File: src/design/rld_pkg.sv
package rld_pkg;

  localparam int unsigned MAX_PACKET_BYTES = 512;

  localparam int unsigned ByteW   = 8;
  localparam int unsigned OffW    = 9;
  localparam int unsigned WordW   = 32;
  localparam int unsigned CfgIdxW = 3;
  localparam int unsigned KindW   = 2;
  localparam int unsigned EventW  = 3;

  // configuration register indexes
  localparam logic [CfgIdxW-1:0] RegPreamble   = 3'd0;
  localparam logic [CfgIdxW-1:0] RegCrcInit    = 3'd1;
  localparam logic [CfgIdxW-1:0] RegCrcXor     = 3'd2;
  localparam logic [CfgIdxW-1:0] RegStatusLen  = 3'd3;
  localparam logic [CfgIdxW-1:0] RegSpectrumLen = 3'd4;
  localparam logic [CfgIdxW-1:0] RegParamLen   = 3'd5;

  // register reset values
  localparam logic [WordW-1:0] PreambleRst  = 32'h2f762a24;
  localparam logic [WordW-1:0] CrcInitRst   = 32'h314d9b87;
  localparam logic [WordW-1:0] CrcXorRst    = 32'h768af41a;
  localparam logic [OffW-1:0]  StatusLenRst = 9'd165;
  localparam logic [OffW-1:0]  SpecLenRst   = 9'd262;
  localparam logic [OffW-1:0]  ParamLenRst  = 9'd6;

  localparam logic [WordW-1:0] CrcPoly = 32'h04C11DB7;

  // packet id bytes
  localparam logic [ByteW-1:0] IdStatus   = 8'h53;
  localparam logic [ByteW-1:0] IdSpectrum = 8'h52;
  localparam logic [ByteW-1:0] IdParam    = 8'h58;

  localparam logic [OffW-1:0] HdrBytes      = 9'd5;
  localparam logic [OffW-1:0] TrailerBytes  = 9'd4;
  localparam logic [OffW-1:0] StatusMinLen  = 9'd9;
  localparam logic [OffW-1:0] MaxLen        = OffW'(MAX_PACKET_BYTES - 1);
  localparam logic [OffW-1:0] PreambleLast  = 9'd4;

  typedef enum logic [KindW-1:0] {
    KIND_NONE     = 2'd0,
    KIND_STATUS   = 2'd1,
    KIND_SPECTRUM = 2'd2,
    KIND_PARAM    = 2'd3
  } kind_t;

  typedef enum logic [EventW-1:0] {
    EV_PROGRESS    = 3'd0,
    EV_GOOD        = 3'd1,
    EV_PREAMBLE    = 3'd2,
    EV_UNKNOWN_ID  = 3'd3,
    EV_CRC_FAIL    = 3'd4
  } event_t;

  typedef enum logic [1:0] {
    PH_HUNT = 2'b01,
    PH_BODY = 2'b10
  } phase_t;

  // configuration as seen by the deframer, lengths already clamped
  typedef struct packed {
    logic [WordW-1:0] preamble;
    logic [WordW-1:0] crc_init;
    logic [WordW-1:0] crc_xor;
    logic [OffW-1:0]  stat_total;
    logic [OffW-1:0]  spec_total;
    logic [OffW-1:0]  prm_total;
  } cfg_t;

  function automatic logic [ByteW-1:0] rev8(input logic [ByteW-1:0] b);
    logic [ByteW-1:0] r;
    for (int i = 0; i < ByteW; i++) begin
      r[i] = b[ByteW-1-i];
    end
    return r;
  endfunction

  function automatic logic [WordW-1:0] rev32(input logic [WordW-1:0] x);
    logic [WordW-1:0] r;
    for (int i = 0; i < WordW; i++) begin
      r[i] = x[WordW-1-i];
    end
    return r;
  endfunction

  function automatic logic [OffW-1:0] fit_len(input logic [OffW-1:0] len,
                                             input logic [OffW-1:0] min_len);
    logic [OffW-1:0] r;
    r = (len < min_len) ? min_len : len;
    if (r > MaxLen) begin
      r = MaxLen;
    end
    return r;
  endfunction

endpackage

File: src/design/rld_if.sv
interface rld_in_if;
  logic                       valid;
  logic                       ready;
  logic [rld_pkg::ByteW-1:0]  rx_byte;
  modport source (output valid, output rx_byte, input ready);
  modport sink (input valid, input rx_byte, output ready);
endinterface

interface rld_out_if;
  logic                        valid;
  logic                        ready;
  logic [rld_pkg::ByteW-1:0]   payload_byte;
  logic [rld_pkg::OffW-1:0]    byte_offset;
  logic                        byte_in_packet;
  logic [rld_pkg::KindW-1:0]   packet_kind;
  logic [rld_pkg::EventW-1:0]  frame_event;
  modport source (output valid, output payload_byte, output byte_offset,
                  output byte_in_packet, output packet_kind, output frame_event,
                  input ready);
  modport sink (input valid, input payload_byte, input byte_offset,
                input byte_in_packet, input packet_kind, input frame_event,
                output ready);
endinterface

interface rld_cfg_if;
  logic                        valid;
  logic                        ready;
  logic [rld_pkg::CfgIdxW-1:0] index;
  logic [rld_pkg::WordW-1:0]   data;
  modport source (output valid, output index, output data, input ready);
  modport sink (input valid, input index, input data, output ready);
endinterface

File: src/design/radio_link_packet_deframer.sv
// channel | dir | handshake   | payload
// in_if   | in  | valid/ready | rx_byte
// out_if  | out | valid/ready | payload_byte, byte_offset, byte_in_packet,
//         |     |             | packet_kind, frame_event
// cfg_if  | in  | valid/ready | index, data (ready always high)
//
// one byte per cycle sustained while out_if does not stall; a byte passes
// the input register and then the result register before out_if shows it
// the per-byte cost is one unrolled 8-bit crc-32 update plus compare logic
// rst_n is synchronous, active low; it restores register defaults and hunting
// a stall on out_if holds the result register, then the input register,
// and only then drops in_if.ready
module radio_link_packet_deframer (
  input  logic      clk,
  input  logic      rst_n,
  rld_in_if.sink    in_if,
  rld_out_if.source out_if,
  rld_cfg_if.sink   cfg_if
);

  rld_pkg::cfg_t              cfg;

  // input register stage
  logic                       in_valid_r, in_valid_nxt;
  logic [rld_pkg::ByteW-1:0]  in_byte_r;
  logic                       item_take;
  logic                       in_xfer;

  assign in_if.ready  = !in_valid_r || item_take;
  assign in_xfer      = in_if.valid && in_if.ready;
  // hold the byte while the deframer stage is stalled
  assign in_valid_nxt = in_xfer ? 1'b1 : (item_take ? 1'b0 : in_valid_r);

  always_ff @(posedge clk) begin
    if (!rst_n) begin
      in_valid_r <= 1'b0;
    end else begin
      in_valid_r <= in_valid_nxt;
    end
  end

  always_ff @(posedge clk) begin
    if (in_xfer) begin
      in_byte_r <= in_if.rx_byte;
    end
  end

  // configuration registers, lengths clamped
  rld_cfg u_cfg (
    .clk    (clk),
    .rst_n  (rst_n),
    .cfg_if (cfg_if),
    .cfg    (cfg)
  );

  // header hunt, body tracking, crc check and result register
  rld_core u_core (
    .clk        (clk),
    .rst_n      (rst_n),
    .cfg        (cfg),
    .item_valid (in_valid_r),
    .item_byte  (in_byte_r),
    .item_take  (item_take),
    .out_if     (out_if)
  );

endmodule

File: src/design/rld_cfg.sv
module rld_cfg (
  input  logic             clk,
  input  logic             rst_n,
  rld_cfg_if.sink          cfg_if,
  output rld_pkg::cfg_t    cfg
);

  logic [rld_pkg::WordW-1:0] preamble_r, preamble_nxt;
  logic [rld_pkg::WordW-1:0] crc_init_r, crc_init_nxt;
  logic [rld_pkg::WordW-1:0] crc_xor_r, crc_xor_nxt;
  logic [rld_pkg::OffW-1:0]  stat_len_r, stat_len_nxt;
  logic [rld_pkg::OffW-1:0]  spec_len_r, spec_len_nxt;
  logic [rld_pkg::OffW-1:0]  prm_len_r, prm_len_nxt;

  assign cfg_if.ready = 1'b1;

  always_comb begin
    preamble_nxt   = preamble_r;
    crc_init_nxt   = crc_init_r;
    crc_xor_nxt    = crc_xor_r;
    stat_len_nxt   = stat_len_r;
    spec_len_nxt   = spec_len_r;
    prm_len_nxt    = prm_len_r;
    if (cfg_if.valid) begin
      unique case (cfg_if.index)
        rld_pkg::RegPreamble:    preamble_nxt   = cfg_if.data;
        rld_pkg::RegCrcInit:     crc_init_nxt   = cfg_if.data;
        rld_pkg::RegCrcXor:      crc_xor_nxt    = cfg_if.data;
        rld_pkg::RegStatusLen:   stat_len_nxt   = cfg_if.data[rld_pkg::OffW-1:0];
        rld_pkg::RegSpectrumLen: spec_len_nxt   = cfg_if.data[rld_pkg::OffW-1:0];
        rld_pkg::RegParamLen:    prm_len_nxt    = cfg_if.data[rld_pkg::OffW-1:0];
        default: ;
      endcase
    end
  end

  always_ff @(posedge clk) begin
    if (!rst_n) begin
      preamble_r   <= rld_pkg::PreambleRst;
      crc_init_r   <= rld_pkg::CrcInitRst;
      crc_xor_r    <= rld_pkg::CrcXorRst;
      stat_len_r   <= rld_pkg::StatusLenRst;
      spec_len_r   <= rld_pkg::SpecLenRst;
      prm_len_r    <= rld_pkg::ParamLenRst;
    end else begin
      preamble_r   <= preamble_nxt;
      crc_init_r   <= crc_init_nxt;
      crc_xor_r    <= crc_xor_nxt;
      stat_len_r   <= stat_len_nxt;
      spec_len_r   <= spec_len_nxt;
      prm_len_r    <= prm_len_nxt;
    end
  end

  // lengths clamped to the legal packet range
  always_comb begin
    cfg.preamble   = preamble_r;
    cfg.crc_init   = crc_init_r;
    cfg.crc_xor    = crc_xor_r;
    cfg.stat_total = rld_pkg::fit_len(stat_len_r, rld_pkg::StatusMinLen);
    cfg.spec_total = rld_pkg::fit_len(spec_len_r, rld_pkg::HdrBytes);
    cfg.prm_total  = rld_pkg::fit_len(prm_len_r, rld_pkg::HdrBytes);
  end

endmodule

File: src/design/rld_crc8.sv
module rld_crc8 (
  input  logic [rld_pkg::WordW-1:0] crc_in,
  input  logic [rld_pkg::ByteW-1:0] data,
  output logic [rld_pkg::WordW-1:0] crc_out
);

  logic [rld_pkg::WordW-1:0] c;

  // byte reflected into the top, then eight msb-first shifts
  always_comb begin
    c = crc_in ^ {rld_pkg::rev8(data), {(rld_pkg::WordW-rld_pkg::ByteW){1'b0}}};
    for (int i = 0; i < rld_pkg::ByteW; i++) begin
      c = c[rld_pkg::WordW-1] ? ((c << 1) ^ rld_pkg::CrcPoly) : (c << 1);
    end
    crc_out = c;
  end

endmodule

File: src/design/rld_core.sv
module rld_core (
  input  logic                       clk,
  input  logic                       rst_n,
  input  rld_pkg::cfg_t              cfg,
  input  logic                       item_valid,
  input  logic [rld_pkg::ByteW-1:0]  item_byte,
  output logic                       item_take,
  rld_out_if.source                  out_if
);

  localparam int unsigned SumW = rld_pkg::OffW + 1;

  rld_pkg::phase_t            phase_r, phase_nxt;
  logic [rld_pkg::OffW-1:0]   seen_r, seen_nxt;
  logic [rld_pkg::WordW-1:0]  hdr_r, hdr_nxt;
  rld_pkg::kind_t             kind_r, kind_nxt;
  logic [rld_pkg::OffW-1:0]   total_r, total_nxt;
  logic [rld_pkg::WordW-1:0]  crc_r, crc_nxt;
  logic [rld_pkg::WordW-1:0]  trl_r, trl_nxt;

  logic                       out_valid_r, out_valid_nxt;
  logic [rld_pkg::ByteW-1:0]  o_byte_r;
  logic [rld_pkg::OffW-1:0]   o_off_r;
  logic                       o_inpkt_r;
  rld_pkg::kind_t             o_kind_r;
  rld_pkg::event_t            o_ev_r;

  logic                       fire;
  logic [rld_pkg::WordW-1:0]  crc_base;
  logic [rld_pkg::WordW-1:0]  crc_upd;
  logic [rld_pkg::WordW-1:0]  fin_crc;
  logic [SumW-1:0]            off_p_trl;
  logic [SumW-1:0]            off_p_one;
  logic                       inpkt;
  rld_pkg::kind_t             kind;
  rld_pkg::event_t            ev;
  logic [rld_pkg::OffW-1:0]   id_len;
  logic                       back_to_hunt;

  assign item_take = !out_valid_r || out_if.ready;
  assign fire      = item_valid && item_take;

  // crc restarts on the first header byte
  assign crc_base = (phase_r == rld_pkg::PH_HUNT && seen_r == '0) ? cfg.crc_init : crc_r;

  rld_crc8 u_crc (
    .crc_in  (crc_base),
    .data    (item_byte),
    .crc_out (crc_upd)
  );

  assign off_p_trl = SumW'(seen_r) + SumW'(rld_pkg::TrailerBytes);
  assign off_p_one = SumW'(seen_r) + SumW'(1);
  assign fin_crc   = rld_pkg::rev32(crc_r) ^ cfg.crc_xor;

  always_comb begin
    phase_nxt    = phase_r;
    seen_nxt     = seen_r;
    hdr_nxt      = hdr_r;
    kind_nxt     = kind_r;
    total_nxt    = total_r;
    crc_nxt      = crc_r;
    trl_nxt      = trl_r;
    inpkt        = 1'b0;
    kind         = rld_pkg::KIND_NONE;
    ev           = rld_pkg::EV_PROGRESS;
    id_len       = rld_pkg::HdrBytes;
    back_to_hunt = 1'b0;

    unique case (phase_r)
      rld_pkg::PH_HUNT: begin
        crc_nxt = crc_upd;
        if (seen_r < rld_pkg::PreambleLast) begin
          hdr_nxt  = {hdr_r[rld_pkg::WordW-rld_pkg::ByteW-1:0], item_byte};
          seen_nxt = seen_r + 1'b1;
        end else if (hdr_r != cfg.preamble) begin
          ev           = rld_pkg::EV_PREAMBLE;
          back_to_hunt = 1'b1;
        end else begin
          unique case (item_byte)
            rld_pkg::IdStatus: begin
              kind   = rld_pkg::KIND_STATUS;
              id_len = cfg.stat_total;
            end
            rld_pkg::IdSpectrum: begin
              kind   = rld_pkg::KIND_SPECTRUM;
              id_len = cfg.spec_total;
            end
            rld_pkg::IdParam: begin
              kind   = rld_pkg::KIND_PARAM;
              id_len = cfg.prm_total;
            end
            default: kind = rld_pkg::KIND_NONE;
          endcase
          if (kind == rld_pkg::KIND_NONE) begin
            ev           = rld_pkg::EV_UNKNOWN_ID;
            back_to_hunt = 1'b1;
          end else begin
            inpkt = 1'b1;
            if (id_len <= rld_pkg::HdrBytes) begin
              ev           = rld_pkg::EV_GOOD;
              back_to_hunt = 1'b1;
            end else begin
              kind_nxt  = kind;
              total_nxt = id_len;
              phase_nxt = rld_pkg::PH_BODY;
              seen_nxt  = rld_pkg::HdrBytes;
            end
          end
        end
      end
      rld_pkg::PH_BODY: begin
        inpkt = 1'b1;
        kind  = kind_r;
        if (kind_r == rld_pkg::KIND_STATUS) begin
          if (off_p_trl < SumW'(total_r)) begin
            crc_nxt = crc_upd;
          end else begin
            trl_nxt = {item_byte, trl_r[rld_pkg::WordW-1:rld_pkg::ByteW]};
          end
        end
        if (off_p_one >= SumW'(total_r)) begin
          if (kind_r == rld_pkg::KIND_STATUS) begin
            ev = (fin_crc == trl_nxt) ? rld_pkg::EV_GOOD : rld_pkg::EV_CRC_FAIL;
          end else begin
            ev = rld_pkg::EV_GOOD;
          end
          back_to_hunt = 1'b1;
        end else begin
          seen_nxt = off_p_one[rld_pkg::OffW-1:0];
        end
      end
      default: back_to_hunt = 1'b1;
    endcase

    if (back_to_hunt) begin
      phase_nxt = rld_pkg::PH_HUNT;
      seen_nxt  = '0;
      hdr_nxt   = '0;
      kind_nxt  = rld_pkg::KIND_NONE;
      total_nxt = '0;
      trl_nxt   = '0;
      crc_nxt   = cfg.crc_init;
    end
  end

  assign out_valid_nxt = fire ? 1'b1 : (out_if.ready ? 1'b0 : out_valid_r);

  always_ff @(posedge clk) begin
    if (!rst_n) begin
      phase_r     <= rld_pkg::PH_HUNT;
      seen_r      <= '0;
      kind_r      <= rld_pkg::KIND_NONE;
      total_r     <= '0;
      out_valid_r <= 1'b0;
    end else begin
      out_valid_r <= out_valid_nxt;
      if (fire) begin
        phase_r <= phase_nxt;
        seen_r  <= seen_nxt;
        kind_r  <= kind_nxt;
        total_r <= total_nxt;
      end
    end
  end

  // shift registers and result payload
  always_ff @(posedge clk) begin
    if (fire) begin
      hdr_r     <= hdr_nxt;
      crc_r     <= crc_nxt;
      trl_r     <= trl_nxt;
      o_byte_r  <= item_byte;
      o_off_r   <= seen_r;
      o_inpkt_r <= inpkt;
      o_kind_r  <= kind;
      o_ev_r    <= ev;
    end
  end

  assign out_if.valid          = out_valid_r;
  assign out_if.payload_byte   = o_byte_r;
  assign out_if.byte_offset    = o_off_r;
  assign out_if.byte_in_packet = o_inpkt_r;
  assign out_if.packet_kind    = o_kind_r;
  assign out_if.frame_event    = o_ev_r;

endmodule

File: src/flat_wrapper.sv
// flat-port wrapper written by rule: the top's interface ports become plain ports
module radio_link_packet_deframer_flat 
  (clk, rst_n, in_if_valid, in_if_rx_byte, in_if_ready, out_if_valid, out_if_payload_byte, out_if_byte_offset, out_if_byte_in_packet, out_if_packet_kind, out_if_frame_event, out_if_ready, cfg_if_valid, cfg_if_index, cfg_if_data, cfg_if_ready);
  rld_in_if in_if_i ();
  rld_out_if out_if_i ();
  rld_cfg_if cfg_if_i ();
  input  logic clk;
  input  logic rst_n;
  input wire logic [$bits(in_if_i.valid)-1:0] in_if_valid;
  input wire logic [$bits(in_if_i.rx_byte)-1:0] in_if_rx_byte;
  output wire logic [$bits(in_if_i.ready)-1:0] in_if_ready;
  output wire logic [$bits(out_if_i.valid)-1:0] out_if_valid;
  output wire logic [$bits(out_if_i.payload_byte)-1:0] out_if_payload_byte;
  output wire logic [$bits(out_if_i.byte_offset)-1:0] out_if_byte_offset;
  output wire logic [$bits(out_if_i.byte_in_packet)-1:0] out_if_byte_in_packet;
  output wire logic [$bits(out_if_i.packet_kind)-1:0] out_if_packet_kind;
  output wire logic [$bits(out_if_i.frame_event)-1:0] out_if_frame_event;
  input wire logic [$bits(out_if_i.ready)-1:0] out_if_ready;
  input wire logic [$bits(cfg_if_i.valid)-1:0] cfg_if_valid;
  input wire logic [$bits(cfg_if_i.index)-1:0] cfg_if_index;
  input wire logic [$bits(cfg_if_i.data)-1:0] cfg_if_data;
  output wire logic [$bits(cfg_if_i.ready)-1:0] cfg_if_ready;
  assign in_if_i.valid = in_if_valid;
  assign in_if_i.rx_byte = in_if_rx_byte;
  assign in_if_ready = in_if_i.ready;
  assign out_if_valid = out_if_i.valid;
  assign out_if_payload_byte = out_if_i.payload_byte;
  assign out_if_byte_offset = out_if_i.byte_offset;
  assign out_if_byte_in_packet = out_if_i.byte_in_packet;
  assign out_if_packet_kind = out_if_i.packet_kind;
  assign out_if_frame_event = out_if_i.frame_event;
  assign out_if_i.ready = out_if_ready;
  assign cfg_if_i.valid = cfg_if_valid;
  assign cfg_if_i.index = cfg_if_index;
  assign cfg_if_i.data = cfg_if_data;
  assign cfg_if_ready = cfg_if_i.ready;
  radio_link_packet_deframer u_core (.clk(clk), .rst_n(rst_n), .in_if(in_if_i), .out_if(out_if_i), .cfg_if(cfg_if_i));
endmodule
File: config.mk
export PLATFORM = sky130hd
export DESIGN_NAME = radio_link_packet_deframer_flat
export DESIGN_NICKNAME = d
export VERILOG_FILES = /design/src/design/rld_pkg.sv /design/src/design/rld_if.sv /design/src/design/radio_link_packet_deframer.sv /design/src/design/rld_cfg.sv /design/src/design/rld_crc8.sv /design/src/design/rld_core.sv /design/src/flat_wrapper.sv
export SDC_FILE = /design/constraint.sdc
export NUM_CORES = 1
export LEC_CHECK = 0
export BUFFER_PORTS_ARGS = -buffer_cell sky130_fd_sc_hd__clkbuf_2
export CORE_ASPECT_RATIO = 0.5
export CORE_MARGIN = 2
export CORE_UTILIZATION = 38
export CTS_CLUSTER_DIAMETER = 60
export DETAILED_ROUTE_END_ITERATION = 10
export PLACE_DENSITY = 0.65
export SLEW_MARGIN = 20
export SYNTH_ARGS = -nofsm -noshare
export SYNTH_HDL_FRONTEND = slang
export SYNTH_SLANG_ARGS = --single-unit
File: constraint.sdc
create_clock -name clk -period 7 [get_ports clk]
set_input_delay 0.35 -clock clk [delete_from_list [all_inputs] [get_ports clk]]
set_output_delay 0.35 -clock clk [all_outputs]
set_load 0.005 [all_outputs]
; ---- After elaboration in Yosys (flattened, before gate mapping)
; Index checks and enable logic that the tools add are counted.
[totals]
ff_bits = 274
word_cells = 177
[op_classes]
n_addsub = 3
n_lt_le_gt_ge = 10
n_eq_ne = 23
n_mux = 83
n_bitwise = 10
n_reduce_logical = 27
[op_table]
columns = operator, n
row1 = two-way mux 32 bit, 10
row2 = two-way mux 27 bit, 8
row3 = two-way mux 9 bit, 21
row4 = NOT 14 bit, 8
row5 = one-hot mux 32 bit (2 select lines), 1
row6 = bitwise XOR 32 bit, 2
row7 = two-way mux 2 bit, 20
row8 = == test 32 bit, 1
row9 = != test 32 bit, 1
row10 = > comparator 9 bit (second input constant), 3
row11 = less-than comparator 9 x 3 -> 1 bit (second input constant), 3
row12 = one-hot mux 9 bit (3 select lines), 1
row13 = == test 8 x 7 -> 1 bit (second input constant), 3
row14 = one-hot mux 9 bit (2 select lines), 1
row15 = AND reduction 2 bit, 7
row16 = two-way mux 1 bit, 13
row17 = != test 4 bit (second input constant), 3
row18 = AND reduction 6 bit, 2
row19 = adder 9 x 1 -> 10 bit (second input constant), 1
row20 = adder 9 x 3 -> 10 bit (second input constant), 1
row21 = >= comparator 10 x 9 -> 1 bit, 1
row22 = less-than comparator 10 x 9 -> 1 bit, 1
row23 = nonzero test 2 bit, 5
row24 = adder 9 x 1 -> 9 bit (second input constant), 1
row25 = 23 further kinds, 38

; ---- Depth between registers and ports, before layout
[logic_depth]
depth_word = 24
depth_mapped = 17
ltp_nobuf = 14

; ---- By module
; From an unflattened synthesis, not the netlist that was laid out.
[unflattened]
cells_unflattened = 1379
area_unflattened_um2 = 14138.6
[by_module_without_submodules]
columns = module, instances, cells_each, area_each_um2, seq_area_each_um2
row1 = rld_core, 1, 717, 8252.9, 4033.9
row2 = rld_cfg, 1, 584, 4692.0, 2462.4
row3 = rld_crc8, 1, 65, 895.9, 0.0
row4 = radio_link_packet_deframer, 1, 13, 297.8, 260.2

; ---- Least setup slack after synthesis
; Ideal clock, no wire load.
[synth_timing]
path_type = register -> register
start = reg u_core.u_core.seen_r[2] (netlist name)
end = reg u_core.u_core.hdr_r[0] (netlist name), enable pin
setup_time_ns = 0.432
arrival_ns = 4.530
required_ns = 6.568
slack_ns = 2.038
path_stages_with_launch = 16
path_buffers = 3
path_cell_list = dfxtp_1 > clkbuf_1 > nand3_1 > or2_2 > or3_1 > xnor2_1 > ha_1 > o21ai_0 > a211oi_1 > o31ai_1 > a21o_1 > nor2b_1 > nor2b_1 > clkbuf_1 > clkbuf_1 > a21oi_1
[synth_between]
elab_chain_len = 6
[synth_rtl]
columns = element, line
row1 = "start, declared", rld_core.sv:14  ; logic [rld_pkg::OffW-1:0] seen_r, seen_nxt;
row2 = "start signal, assigned", rld_core.sv:160  ; seen_r <= seen_nxt;
row3 = adder 9 x 1 -> 10 bit, rld_core.sv:53  ; assign off_p_one = SumW'(seen_r) + SumW'(1);
row4 = >= comparator 10 x 9 -> 1 bit, rld_core.sv:122  ; if (off_p_one >= SumW'(total_r)) begin
row5 = two-way mux 1 bit, rld_core.sv:122
row6 = one-hot mux 1 bit (2 select lines), rld_core.sv:70  ; unique case (phase_r)
row7 = nonzero test 2 bit (no line), n/a
row8 = AND reduction 3 bit (no line) *, n/a
row9 = "end signal, assigned", rld_core.sv:170  ; hdr_r <= hdr_nxt;
row10 = "end, declared", rld_core.sv:15  ; logic [rld_pkg::WordW-1:0] hdr_r, hdr_nxt;
; Mark *: on every way between the ends. The rest lies on a longest branch, timed or not.
; A chain may end at the register's enable or synchronous reset.

; ---- Worst setup path after layout
[layout_timing]
start = reg u_core.u_core.seen_r[2] (netlist name)
end = reg u_core.u_core.o_ev_r[0] (netlist: u_core.u_core.out_if.frame_event[0]) (data pin)
[layout_between]
elab_chain_len = 10
[layout_rtl]
columns = element, line
row1 = adder 9 x 3 -> 10 bit, rld_core.sv:52  ; assign off_p_trl = SumW'(seen_r) + SumW'(rld_pkg::TrailerBytes);
row2 = less-than comparator 10 x 9 -> 1 bit, rld_core.sv:116  ; if (off_p_trl < SumW'(total_r)) begin
row3 = two-way mux 32 bit, rld_core.sv:116
row4 = two-way mux 32 bit, rld_core.sv:115  ; if (kind_r == rld_pkg::KIND_STATUS) begin
row5 = two-way mux 32 bit, rld_core.sv:70
row6 = == test 32 bit, rld_core.sv:124  ; ev = (fin_crc == trl_nxt) ? rld_pkg::EV_GOOD : rld_pkg::EV_CRC_FAIL;
row7 = two-way mux 3 bit, rld_core.sv:124
row8 = two-way mux 3 bit, rld_core.sv:123  ; if (kind_r == rld_pkg::KIND_STATUS) begin
row9 = two-way mux 3 bit, rld_core.sv:122
row10 = one-hot mux 3 bit (2 select lines) *, rld_core.sv:70
row11 = via u_core.u_core.ev[0], rld_core.sv:36  ; rld_pkg::event_t ev;
row12 = "end signal, assigned", rld_core.sv:177  ; o_ev_r <= ev;
row13 = "end, declared", rld_core.sv:26  ; rld_pkg::event_t o_ev_r;
; The timed path passes the listed nets; every way through them passes the cells marked *. The select of a mux whose other input is x is not followed.

==> impl_metrics.toml <==
[detailed_routing]
detail-route-antenna-nets = 0
drt_iter0_drc = 1102
route.vias.total = 10148
drt-pass1-iter-count = 5
routed_via_density = 5.22
wl_per_cell_um = 19.3
drc = 0
wl_mm = 37.4

[power]
p_leak_uw = 0.00555
ir_drop_uv = 174
power.density_nw_per_um2 = 266

[logic_synthesis]
ys_warn_count = 0
yosys_most_used_dff = "dfxtp_1"
synth-async-reset-ratio_pct = 0
synth_area_um2 = 13500
yosysSeqAreaShare_pct = 50.0
yosysUniqueCellTypes = 59
syn_area_per_cell_um2 = 9.66
synth.net_count = 1470
synthCells = 1398
ys_seq_elements = 274
synth_edf_count = 127

[critical_path]
path_max_fanout = 20
crit_slowest_cell = "a21oi_4"
start_kind = "register"
slowest_delay_ns = 0.65
reg2reg_from = "u_core.u_core.seen_r[2]$_SDFFE_PN0P_"
critPathKind = "reg -> reg"
critPathLaunch = "u_core.u_core.seen_r[2]$_SDFFE_PN0P_"
rrSetupSlack_ns = 2.40
r2r_end = "u_core.u_core.out_if.frame_event[0]$_DFFE_PP_"
cp_cell_sequence = "nand3_1 > or2_2 > xnor2_1 > ha_1 > o21ai_0 > nor3_1 > o21ai_0 > a21oi_4 > buf_4 > mux2i_1 > xnor2_1 > nand4_1 > nor4_1 > a21oi_1 > a211oi_1"
cp-endpoint = "u_core.u_core.out_if.frame_event[0]$_DFFE_PP_"
ff2ff_path_depth = 15
crit_path_end_kind = "register"
crit_arrival_ns = 4.98
cp.required_ns = 7.37

[sta]
setup_viol = 0
fin_crit_ns = 4.60
final.setup_skew_ns = 0.0167
fin_crit_sh_pct = 65.8
worst_pin_slew_ns = 1.10
max_freq_ghz = 0.217
hold_viol = 0
grt_setup_unrepaired = "no"
holdWs_ns = 0.0249
finalMaxSlewViolations = 0
relSlewSlack_pct = 26.6
tns_ns = 0

[place]
place.gp.congestion = 0.892
portBuffers = 72
dp_hpwl_mm = 25.8

[floorplan]
pin_count = 74
chipWidth_um = 271
num_rows = 48
core_um2 = 34700
dieArea_um2 = 37100
start_util_pct = 38.9
fp.dieH_um = 137

[min_path]
hold_path_class = "in -> reg"
hold_depth = 3

[cells_and_area]
nets = 1518
layout_commonest_cell = "nand2_1"
layout_common_cells = "nand2_1 (324), dfxtp_1 (147), xnor2_1 (132)"
syn_to_final_growth_pct = 13.6
drive_gt1_share_pct = 11.0

[clock_network]
cts_buffers = 27
htreeDepth = 1
clk_path_buf_depth = 3
cts_setup_buffers = 0
cts_sinks = 274
cts_tree = "built"
path_clk_slew_ns = 0.06
clkLatencyLatePin_ns = 0.57
root_buffer = "clkbuf_16"

[run_status]
status = "complete, no violations"

[flow_run]
timing.max_cap.violations = 0

[global_routing]
grt_pass1_vias = 9347
grt_usage_pct = 20.1
grt_pass1_wl_mm = 56.9
grt_max_degree = 103
gr-total-overflow = 0
grt_antenna_before_repair = 1
==> cells in the mapped netlist, types with 3 or more instances <==
library cell	instances	area (µm²)
xnor2_2	5	81.3
xnor2_4	5	138
mux2i_1	65	651
o211ai_1	3	22.5
or4_1	4	30.0
a222oi_1	4	40.0
dfxtp_1	147	2940
ha_1	24	300
nand4_1	16	100
nor2b_1	6	37.5
a21oi_1	91	455
buf_1	4	15.0
nand2_1	324	1220
and2_1	38	238
a31oi_1	4	25.0
a211oi_1	5	37.5
edfxtp_1	127	3810
nor2_1	61	229
nand2b_1	8	50.1
xor2_1	43	377
nand3b_1	3	22.5
or4b_1	5	50.1
buf_2	12	60.1
or2_2	3	18.8
xor2_2	4	65.1
xnor2_1	132	1160
o21ai_1	7	35.0
nor3_1	12	60.1
o21ai_0	48	240
nor4_1	7	43.8
or3_1	4	25.0
clkbuf_1	55	206
nand3_1	67	335
o31ai_1	4	30.0
inv_1	22	82.6
==> where the power goes <==
group          switching (µW)  internal (µW)  total, µW
combinational             390            278        668
clock                     645            908       1550
sequential               67.4           1790       1860
total                    1100           2980       4080
==> area by class of cell <==
| type | count | area, µm² |
|---|---|---|
| inverters | 22 | 82.6 |
| repair buffers | 93 | 538 |
| well taps | 475 | 594 |
| diodes | 1 | 2.50 |
| clock buffers | 36 | 751 |
| flip-flops and latches | 274 | 6760 |
| multi-input cells | 1028 | 6410 |
| clock inverters | 14 | 191 |
| fillers | 3377 | 19400 |
==> state kept, by name (all words and copies together), names as in the netlist, 8 cells and up <==
| signal | count |
|---|---|
| u_core.u_core.hdr_r | 32 |
| u_core.u_cfg.spec_len_r | 9 |
| u_core.u_core.out_if.byte_offset | 9 |
| u_core.u_cfg.crc_init_r | 32 |
| u_core.u_core.crc_r | 32 |
| u_core.u_core.out_if.payload_byte | 8 |
| u_core.u_cfg.stat_len_r | 9 |
| u_core.u_core.total_r | 9 |
| u_core.u_core.seen_r | 9 |
| u_core.u_cfg.preamble_r | 32 |
| u_core.u_cfg.crc_xor_r | 32 |
| u_core.u_cfg.prm_len_r | 9 |
| u_core.in_byte_r | 8 |
| u_core.u_core.trl_r | 32 |
==> stage by stage <==
stage / utilization [%] / setup WS, ns / total power, µW / area (µm²) / instances
final: 44.2 / 2.40 / 4080 / 15300 / 1943
after detailed placement: 41.2 / 2.43 / 2540 / 14300 / 1884
after floorplan: - / 2.04 / 2340 / 13500 / 1398
after global placement: 41.2 / 2.59 / 2530 / 14300 / 1884
after CTS: 44.2 / 2.38 / 4100 / 15300 / 1942
after global routing: 44.2 / 2.02 / 4230 / 15300 / 1942
==> critical path, delay by kind of cell, from the launching register on <==
kind                     cells  cell delay [ns]
AO/OA/AOI/OAI                5             1.29
XOR/XNOR                     2             0.29
adder cells (fa/ha/maj)      1             0.28
buffers and inverters        1             0.45
flip-flops                   1             0.49
multiplexers                 1             0.31
AND/OR/NAND/NOR              5             1.29
==> metal layers <==
| metal | global-route usage, % | part of all wire, % | up-vias | wire length [µm] |
|---|---|---|---|---|
| li1 | - | - | 4861 | - |
| met2 | 30.2 | 43 | 344 | 16000 |
| met5 | 0 | 0 | - | 0 |
| met4 | 4.88 | 2.0 | 0 | 752 |
| met1 | 29.8 | 48 | 4895 | 17900 |
| met3 | 3.54 | 7.6 | 48 | 2840 |
==> timing repair <==
item | in CTS | in global routing
setup endpoints to repair | 0 | 0
hold buffers | 8 | 0
gates resized for setup | 0 | 0
endpoints found under the hold margin | 8 | 0
==> kinds of logic (layout without fill, tap and decap cells) <==
kind of cell,after synthesis,in the layout,share of synthesized area (%)
AND/OR/NAND/NOR,566,566,18.7
flip-flops,274,274,50.0
XOR/XNOR,189,189,13.5
AO/OA/AOI/OAI,182,182,7.67
buffers and inverters,96,165,2.92
multiplexers,66,66,4.90
adder cells (fa/ha/maj),24,24,2.22
other,1,2,0.0278
==> worst min-delay path by stage <==
stage,start,end,slack (ns)
2_1_floorplan,u_core.u_core.seen_r[5]$_SDFFE_PN0P_,u_core.u_core.out_if.byte_offset[5]$_DFFE_PP_,0.40
3_3_place_gp,u_core.u_core.total_r[3]$_SDFFE_PN0P_,u_core.u_core.total_r[3]$_SDFFE_PN0P_,0.44
3_5_place_dp,u_core.u_core.total_r[2]$_SDFFE_PN0P_,u_core.u_core.total_r[2]$_SDFFE_PN0P_,0.44
4_1_cts,in_if_valid,u_core.in_valid_r$_SDFFE_PN0P_,0.01
5_1_grt,in_if_valid,u_core.in_valid_r$_SDFFE_PN0P_,0.03
6_report,in_if_valid,u_core.in_valid_r$_SDFFE_PN0P_,0.02
Power figures use the tool's default switching activity.
